--- src/sv/tsc_pkg.sv ---
// shared types and constants for the touch swipe classifier
package tsc_pkg;

	localparam int TYPE_W = 5;
	localparam int CODE_W = 10;
	localparam int VAL_W = 12;
	localparam int THR_W = 12;
	localparam int GEST_W = 3;

	localparam int RAW_BITS_DEF = 12;

	localparam logic [TYPE_W-1:0] EV_TYPE_KEY = TYPE_W'(1);
	localparam logic [TYPE_W-1:0] EV_TYPE_ABS = TYPE_W'(3);
	localparam logic [CODE_W-1:0] CODE_ABS_X = CODE_W'(0);
	localparam logic [CODE_W-1:0] CODE_ABS_Y = CODE_W'(1);
	localparam logic [CODE_W-1:0] CODE_TOUCH = CODE_W'(330);
	localparam logic [VAL_W-1:0] BTN_PRESSED = VAL_W'(1);
	localparam logic [VAL_W-1:0] BTN_RELEASED = VAL_W'(0);
	localparam logic [THR_W-1:0] THRESH_RESET = THR_W'(50);

	typedef enum logic [GEST_W-1:0] {
		G_RIGHT = 3'd0,
		G_LEFT = 3'd1,
		G_UP = 3'd2,
		G_DOWN = 3'd3,
		G_TAP = 3'd4
	} gesture_t;

	typedef enum logic [2:0] {
		EV_NONE,
		EV_ABS_X,
		EV_ABS_Y,
		EV_PRESS,
		EV_RELEASE
	} ev_kind_t;

endpackage

--- src/sv/tsc_scale.sv ---
// raw axis value to screen pixels: x = v*800/1024, y = v*480/600
module tsc_scale import tsc_pkg::*; #(
	parameter int RAW_BITS = RAW_BITS_DEF
) (
	input  logic [VAL_W-1:0]    raw,
	output logic [RAW_BITS-1:0] x_scaled,
	output logic [RAW_BITS-1:0] y_scaled
);

	localparam int MASK_BITS = (RAW_BITS >= VAL_W) ? VAL_W : RAW_BITS;
	localparam logic [VAL_W-1:0] RAW_MASK = VAL_W'((33'd1 << MASK_BITS) - 33'd1);
	localparam int PX_W = VAL_W + 5;
	localparam int NY_W = VAL_W + 2;
	localparam int PY_W = NY_W + 16;
	// 2^18 / 5 rounded up, exact floor for every 14 bit numerator
	localparam logic [PY_W-1:0] RECIP5 = PY_W'(52429);

	logic [VAL_W-1:0] val_m;
	logic [PX_W-1:0]  prod_x;
	logic [NY_W-1:0]  num_y;
	logic [PY_W-1:0]  prod_y;
	logic [VAL_W-1:0] x12;
	logic [VAL_W-1:0] y12;

	assign val_m = raw & RAW_MASK;

	// 800/1024 reduces to 25/32
	assign prod_x = PX_W'(val_m) * PX_W'(25);
	assign x12 = prod_x[PX_W-1:5];

	// 480/600 reduces to 4/5
	assign num_y = {val_m, 2'b00};
	assign prod_y = PY_W'(num_y) * RECIP5;
	assign y12 = prod_y[PY_W-1:18];

	assign x_scaled = RAW_BITS'(x12);
	assign y_scaled = RAW_BITS'(y12);

endmodule

--- src/sv/tsc_classify.sv ---
// gesture decision from start and current point against the threshold
module tsc_classify import tsc_pkg::*; #(
	parameter int RAW_BITS = RAW_BITS_DEF
) (
	input  logic [RAW_BITS-1:0] cur_x,
	input  logic [RAW_BITS-1:0] cur_y,
	input  logic [RAW_BITS-1:0] start_x,
	input  logic [RAW_BITS-1:0] start_y,
	input  logic [THR_W-1:0]    threshold,
	output gesture_t            gesture
);

	localparam int CMP_W = (RAW_BITS > THR_W) ? RAW_BITS : THR_W;

	logic [RAW_BITS-1:0] d_right;
	logic [RAW_BITS-1:0] d_left;
	logic [RAW_BITS-1:0] d_up;
	logic [RAW_BITS-1:0] d_down;
	logic [CMP_W-1:0]    thr_ext;
	logic                is_right;
	logic                is_left;
	logic                is_up;
	logic                is_down;

	assign d_right = cur_x - start_x;
	assign d_left = start_x - cur_x;
	assign d_up = start_y - cur_y;
	assign d_down = cur_y - start_y;
	assign thr_ext = CMP_W'(threshold);

	// strict movement required even with a zero threshold
	assign is_right = (cur_x > start_x) && (CMP_W'(d_right) >= thr_ext);
	assign is_left = (start_x > cur_x) && (CMP_W'(d_left) >= thr_ext);
	assign is_up = (start_y > cur_y) && (CMP_W'(d_up) >= thr_ext);
	assign is_down = (cur_y > start_y) && (CMP_W'(d_down) >= thr_ext);

	always_comb begin
		if (is_right) begin
			gesture = G_RIGHT;
		end else if (is_left) begin
			gesture = G_LEFT;
		end else if (is_up) begin
			gesture = G_UP;
		end else if (is_down) begin
			gesture = G_DOWN;
		end else begin
			gesture = G_TAP;
		end
	end

endmodule

--- src/sv/touch_swipe_classifier_top.sv ---
// touch swipe classifier: event decode, position tracking and gesture output
//
// Takes one touch event item per clock while in_stall is low. An item is
// registered at the input, then decoded and applied to the tracked position;
// a release loads its gesture for out_valid. Axis scaling is a constant
// multiply (divide by 5 done by reciprocal) and the gesture decision is four
// subtract-and-compare paths, all combinational. in_stall rises only when a
// release item sits in the input register while a previous gesture is still
// held by out_stall; every other item moves on at once. Other than the input
// data and gesture registers, all state resets directly. The user writes the
// threshold through cfg_we/cfg_wdata only while idle; not enforced by the block.
module touch_swipe_classifier_top import tsc_pkg::*; #(
	parameter int RAW_BITS = RAW_BITS_DEF
) (
	input  logic              clk,
	input  logic              arst_n,
	input  logic              cfg_we,
	input  logic [THR_W-1:0]  cfg_wdata,
	input  logic              in_valid,
	output logic              in_stall,
	input  logic [TYPE_W-1:0] event_type,
	input  logic [CODE_W-1:0] event_code,
	input  logic [VAL_W-1:0]  event_value,
	output logic              out_valid,
	input  logic              out_stall,
	output logic [GEST_W-1:0] gesture
);

	logic                valid_s1;
	logic [TYPE_W-1:0]   type_s1;
	logic [CODE_W-1:0]   code_s1;
	logic [VAL_W-1:0]    value_s1;

	logic [THR_W-1:0]    thr_q;
	logic [RAW_BITS-1:0] cur_x_q;
	logic [RAW_BITS-1:0] cur_y_q;
	logic [RAW_BITS-1:0] start_x_q;
	logic [RAW_BITS-1:0] start_y_q;
	logic                out_valid_q;
	gesture_t            gesture_q;

	ev_kind_t            kind;
	logic                adv;
	logic [RAW_BITS-1:0] x_scaled;
	logic [RAW_BITS-1:0] y_scaled;
	gesture_t            gest_next;

	tsc_scale #(
		.RAW_BITS(RAW_BITS)
	) u_scale (
		.raw(value_s1),
		.x_scaled(x_scaled),
		.y_scaled(y_scaled)
	);

	tsc_classify #(
		.RAW_BITS(RAW_BITS)
	) u_classify (
		.cur_x(cur_x_q),
		.cur_y(cur_y_q),
		.start_x(start_x_q),
		.start_y(start_y_q),
		.threshold(thr_q),
		.gesture(gest_next)
	);

	always_comb begin
		kind = EV_NONE;
		if (type_s1 == EV_TYPE_ABS) begin
			if (code_s1 == CODE_ABS_X) begin
				kind = EV_ABS_X;
			end else if (code_s1 == CODE_ABS_Y) begin
				kind = EV_ABS_Y;
			end
		end else if (type_s1 == EV_TYPE_KEY && code_s1 == CODE_TOUCH) begin
			if (value_s1 == BTN_PRESSED) begin
				kind = EV_PRESS;
			end else if (value_s1 == BTN_RELEASED) begin
				kind = EV_RELEASE;
			end
		end
	end

	// only a release needs room in the result register
	assign adv = valid_s1 && !(kind == EV_RELEASE && out_valid_q && out_stall);
	assign in_stall = valid_s1 && !adv;

	always_ff @(posedge clk or negedge arst_n) begin
		if (!arst_n) begin
			valid_s1 <= 1'b0;
		end else if (!in_stall) begin
			valid_s1 <= in_valid;
		end
	end

	always_ff @(posedge clk) begin
		if (in_valid && !in_stall) begin
			type_s1 <= event_type;
			code_s1 <= event_code;
			value_s1 <= event_value;
		end
	end

	always_ff @(posedge clk or negedge arst_n) begin
		if (!arst_n) begin
			thr_q <= THRESH_RESET;
		end else if (cfg_we) begin
			thr_q <= cfg_wdata;
		end
	end

	always_ff @(posedge clk or negedge arst_n) begin
		if (!arst_n) begin
			cur_x_q <= '0;
			cur_y_q <= '0;
			start_x_q <= '0;
			start_y_q <= '0;
		end else if (adv) begin
			case (kind)
				EV_ABS_X: begin
					cur_x_q <= x_scaled;
				end
				EV_ABS_Y: begin
					cur_y_q <= y_scaled;
				end
				EV_PRESS: begin
					start_x_q <= cur_x_q;
					start_y_q <= cur_y_q;
				end
				EV_RELEASE: begin
					start_x_q <= '0;
					start_y_q <= '0;
				end
				default: begin
				end
			endcase
		end
	end

	always_ff @(posedge clk or negedge arst_n) begin
		if (!arst_n) begin
			out_valid_q <= 1'b0;
		end else if (adv && kind == EV_RELEASE) begin
			out_valid_q <= 1'b1;
		end else if (!out_stall) begin
			out_valid_q <= 1'b0;
		end
	end

	always_ff @(posedge clk) begin
		if (adv && kind == EV_RELEASE) begin
			gesture_q <= gest_next;
		end
	end

	assign out_valid = out_valid_q;
	assign gesture = gesture_q;

`ifndef NO_ASSERTIONS
	a_stall_only_release: assert property (@(posedge clk) disable iff (!arst_n)
		in_stall |-> (valid_s1 && kind == EV_RELEASE && out_valid_q && out_stall))
		else $error("input stalled without a blocked release");

	a_release_result: assert property (@(posedge clk) disable iff (!arst_n)
		(adv && kind == EV_RELEASE) |=> (out_valid_q && gesture_q == $past(gest_next)))
		else $error("release did not load its gesture");

	a_start_cleared: assert property (@(posedge clk) disable iff (!arst_n)
		(adv && kind == EV_RELEASE) |=> (start_x_q == '0 && start_y_q == '0))
		else $error("start point not cleared after release");

	a_no_overwrite: assert property (@(posedge clk) disable iff (!arst_n)
		(out_valid_q && out_stall && !(adv && kind == EV_RELEASE)) |=>
			(out_valid_q && $stable(gesture_q)))
		else $error("held gesture lost");
`endif

endmodule
--- config.mk ---
export PLATFORM = sky130hd
export DESIGN_NAME = touch_swipe_classifier_top
export DESIGN_NICKNAME = d
export VERILOG_FILES = /design/src/sv/tsc_pkg.sv /design/src/sv/tsc_scale.sv /design/src/sv/tsc_classify.sv /design/src/sv/touch_swipe_classifier_top.sv
export SDC_FILE = /design/constraint.sdc
export NUM_CORES = 1
export LEC_CHECK = 0
export CELL_PAD_IN_SITES_DETAIL_PLACEMENT = 1
export CELL_PAD_IN_SITES_GLOBAL_PLACEMENT = 1
export CORE_AREA = 2 2 151 153
export CTS_CLUSTER_SIZE = 14
export DETAILED_ROUTE_END_ITERATION = 7
export DIE_AREA = 0 0 153 155
export DONT_BUFFER_PORTS = 1
export PLACE_DENSITY = 0.78
export SYNTH_ARGS = -nofsm -noshare
export SYNTH_HDL_FRONTEND = slang
export SYNTH_SLANG_ARGS = --single-unit
--- constraint.sdc ---
create_clock -name clk -period 5.1 [get_ports clk]
set_input_delay 0 -clock clk [delete_from_list [all_inputs] [get_ports clk]]
set_output_delay 0 -clock clk [all_outputs]
set_load 0.01 [all_outputs]
==> flow_summary_export.csv <==
group,metric,value,unit
outcome,status,"completed",
logic_synthesis,synth_cell_type_count,72,
sta,tightestPinTransition,1060,ps
layout,multi_input_area,7050,µm²
drt,viasPerCell,5.58,
clock_tree,ctsLongestPathBuffers,2,
setup_path,timing.critical_path.arrival,5070,ps
sta,fin_setup_tns,0,ps
floorplanning,initial_core_util,46.0,%
floorplanning,coreArea,22200,µm²
worst_hold_path,hold_path_class,"in -> async",
place,gp_congestion,0.904,
sta,whs,207,ps
setup_path,worstPathRequired,5300,ps
drt,drtAntennaViolNets,0,
floorplanning,die_h,155,µm
clock_tree,clock-root-buffer,"clkbuf_16",
pwr,total_leakage_power,5.61,nW
setup_path,slowest_delay,540,ps
logic_synthesis,synth_common_cells,"ha_1, inv_1, nand2_1, a21oi_1, dfrtp_1",
logic_synthesis,netlist.top_cell.by_area,"ha_1",
clock_tree,path_clk_slew,70,ps
clock_tree,cts_htree_levels,3,
clock_tree,clk_latency,360,ps
logic_synthesis,synth_area_leaders,"ha_1, dfrtp_1, fa_1",
logic_synthesis,synth-seq-cells,92,
setup_path,path_cells,"inv_1 -> ha_1 -> fa_1 -> inv_1 -> fa_1 -> inv_1 -> fa_1 -> inv_1 -> fa_1 -> inv_1 -> ha_4 -> a211oi_2 -> o21ai_1 -> a22oi_2 -> nand2_2 -> a311oi_2 -> xor2_1 -> o21ai_0",
grt,grtUsageMet2,43.0,%
logic_synthesis,yosysMostFrequentCell,"ha_1",
layout,n_antenna_cell,0,
layout,regArea,2460,µm²
pwr,peakVddDrop,0.000507,V
setup_path,slowest_stage,"fa_1",
logic_synthesis,syn-num-nets,1392,
pwr,power,0.00484,W
sta,hold_violations,0,
grt,grt_overflow,0,
setup_path,worst-setup-path-type,"reg -> reg",
setup_path,cp_common_cell,"inv_1",
floorplanning,io_pins,49,
layout,fin_nets,1444,
drt,drt_first_pass_iters,4,
logic_synthesis,ys_seq_area_share,24.0,%
sta,maxSlewViolCount,0,
floorplanning,die_width,153,µm
logic_synthesis,synthCells,1095,
drt,drc,0,
logic_synthesis,syn_area_per_cell,9.33,µm²
pwr,power.density,422,nW/µm²
logic_synthesis,ys_warn_count,0,
clock_tree,cts-buffers-inserted,9,
sta,fin_crit_sh,95.6,%
layout,drive_above_1_share,6.60,%
grt,grt_pass1_wl,43.9,mm
grt,antenna_found_initial,0,
grt,grt_util_met3,2.51,%
setup_path,startpoint_type,"flip-flop",
logic_synthesis,synth_edf_count,30,
grt,grt.busiest_layer,"met2",
clock_tree,cts_tree,"done",
setup_path,cp-end-kind,"flip-flop",
floorplanning,std_cell_rows,55,
sta,skew,16.1,ps
floorplanning,dieArea,23700,µm²
drt,wire_per_inst,19.0,µm
logic_synthesis,syn-cell-area,10200,µm²
sta,finalSetupViolCount,0,
logic_synthesis,synthFlopType,"dfrtp_1",
sta,relSlewSlack,29.4,%
sta,period_needed,4880,ps
sta,clock.fmax,205,MHz
clock_tree,clock-sinks,92,
logic_synthesis,yosysTopAreaCellShare,24.5,%
drt,routed_wl,27.3,mm
grt,grt_use_total,23.1,%
drt,drtIter0Drc,291,
flow_run,cap_viol_max_count,0,
layout,fillCellCount,2519,
grt,grt_max_degree,63,
grt,use_met1,28.4,%
place,port_buffers,0,
drt,via_count,8024,
logic_synthesis,async_reset_ff_share,67.4,%
layout,syn_to_final_growth,12.4,%
setup_path,cp_max_fo,4,
grt,grt_pass1_vias,8567,
place,post-dp-hpwl,21.4,mm
## registers in the layout (all words and copies together) (netlist names)
signal	flops
cur_x_q	12
cur_y_q	12
start_x_q	12
start_y_q	12
thr_q	12
value_s1	12
code_s1	10
type_s1	5
gesture	3
out_valid	1
valid_s1	1
## per-layer routing
| layer | share of wire [%] | vias up | routed length (µm) |
|---|---|---|---|
| met5 | 0 | - | 0 |
| met1 | 43 | 3965 | 11700 |
| li1 | - | 3888 | - |
| met3 | 2.7 | 38 | 725 |
| met4 | 2.1 | 0 | 578 |
| met2 | 52 | 133 | 14300 |
## stage by stage
stage	worst slack [ps]	area, µm²	util, %	cells
floorplan	154	10200	-	1095
global placement	86.5	10600	47.7	1371
detailed placement	-41.1	10600	47.7	1371
CTS	6.75	11300	51.1	1432
global route	-46.4	11500	51.7	1437
finish	222	11500	51.7	1437
## area by class of cell
type	count	area share, %
sequential	92	21.4
clock buffer	13	2.09
inverter	186	6.08
timing repair buffer	69	5.64
clock inverter	3	0.348
multi-input combinational	789	61.4
tap	285	3.10
## critical path, delay by kind of cell (launching register included)
kind / cells / cell delay, ps
fa+ha+maj: 6 / 2610
simple gates: 1 / 160
xor+xnor: 1 / 190
buf+inv: 5 / 400
compound gates: 5 / 970
flops: 1 / 420
## cell families (layout without fill, tap and decap cells)
logic type      Yosys count  after routing  share of synthesized area [%]
compound gates          274            274                           17.8
fa+ha+maj               253            253                           34.9
buf+inv                 214            271                           8.05
simple gates            203            203                           10.1
flops                    92             92                           24.0
xor+xnor                 55             55                           4.71
mux                       4              4                          0.428
## report_power, final
group          switching [W]  total [W]  internal [W]
Clock               0.000296   0.000676      0.000380
Combinational        0.00195    0.00336       0.00141
Sequential         0.0000181   0.000812      0.000794
Total                0.00226    0.00484       0.00258
## path summary, 6_finish.rpt
check                                    startpoint                        end  slack [ps]  depth (start not counted)
min                                          arst_n  start_y_q[10]$_DFFE_PN0P_         210                          2
max                          value_s1[11]$_DFFE_PP_     cur_y_q[8]$_DFFE_PN0P_         220                         18
min in group clk                           in_valid       type_s1[3]$_DFFE_PP_         230                          2
min reg2reg                start_x_q[2]$_DFFE_PN0P_   start_x_q[2]$_DFFE_PN0P_         540                          1
max reg2reg                  value_s1[11]$_DFFE_PP_     cur_y_q[8]$_DFFE_PN0P_         220                         18
max in group asynchronous                    arst_n       thr_q[4]$_DFFE_PN1P_        4580                          2
## placed cells by master (no fill, tap or decap), drive strengths merged, types with 25 or more instances in the layout
cell and count:
a21o 34, a21oi 68, buf 25, dfrtp 59, dlygate4sd3 44, edfxtp 30, fa 53, ha 200
inv 186, nand2 67, nor2 35, o21ai 67, xor2 31
## repair_timing
action | in CTS | in global routing
resized for setup | 1 | 24
endpoints found under the setup margin | 5 | 10
hold endpoints to repair | 106 | 0
setup buffers | 0 | 5
pin swaps | 0 | 7
hold buffers | 45 | 0
Power figures use the tool's default switching activity.
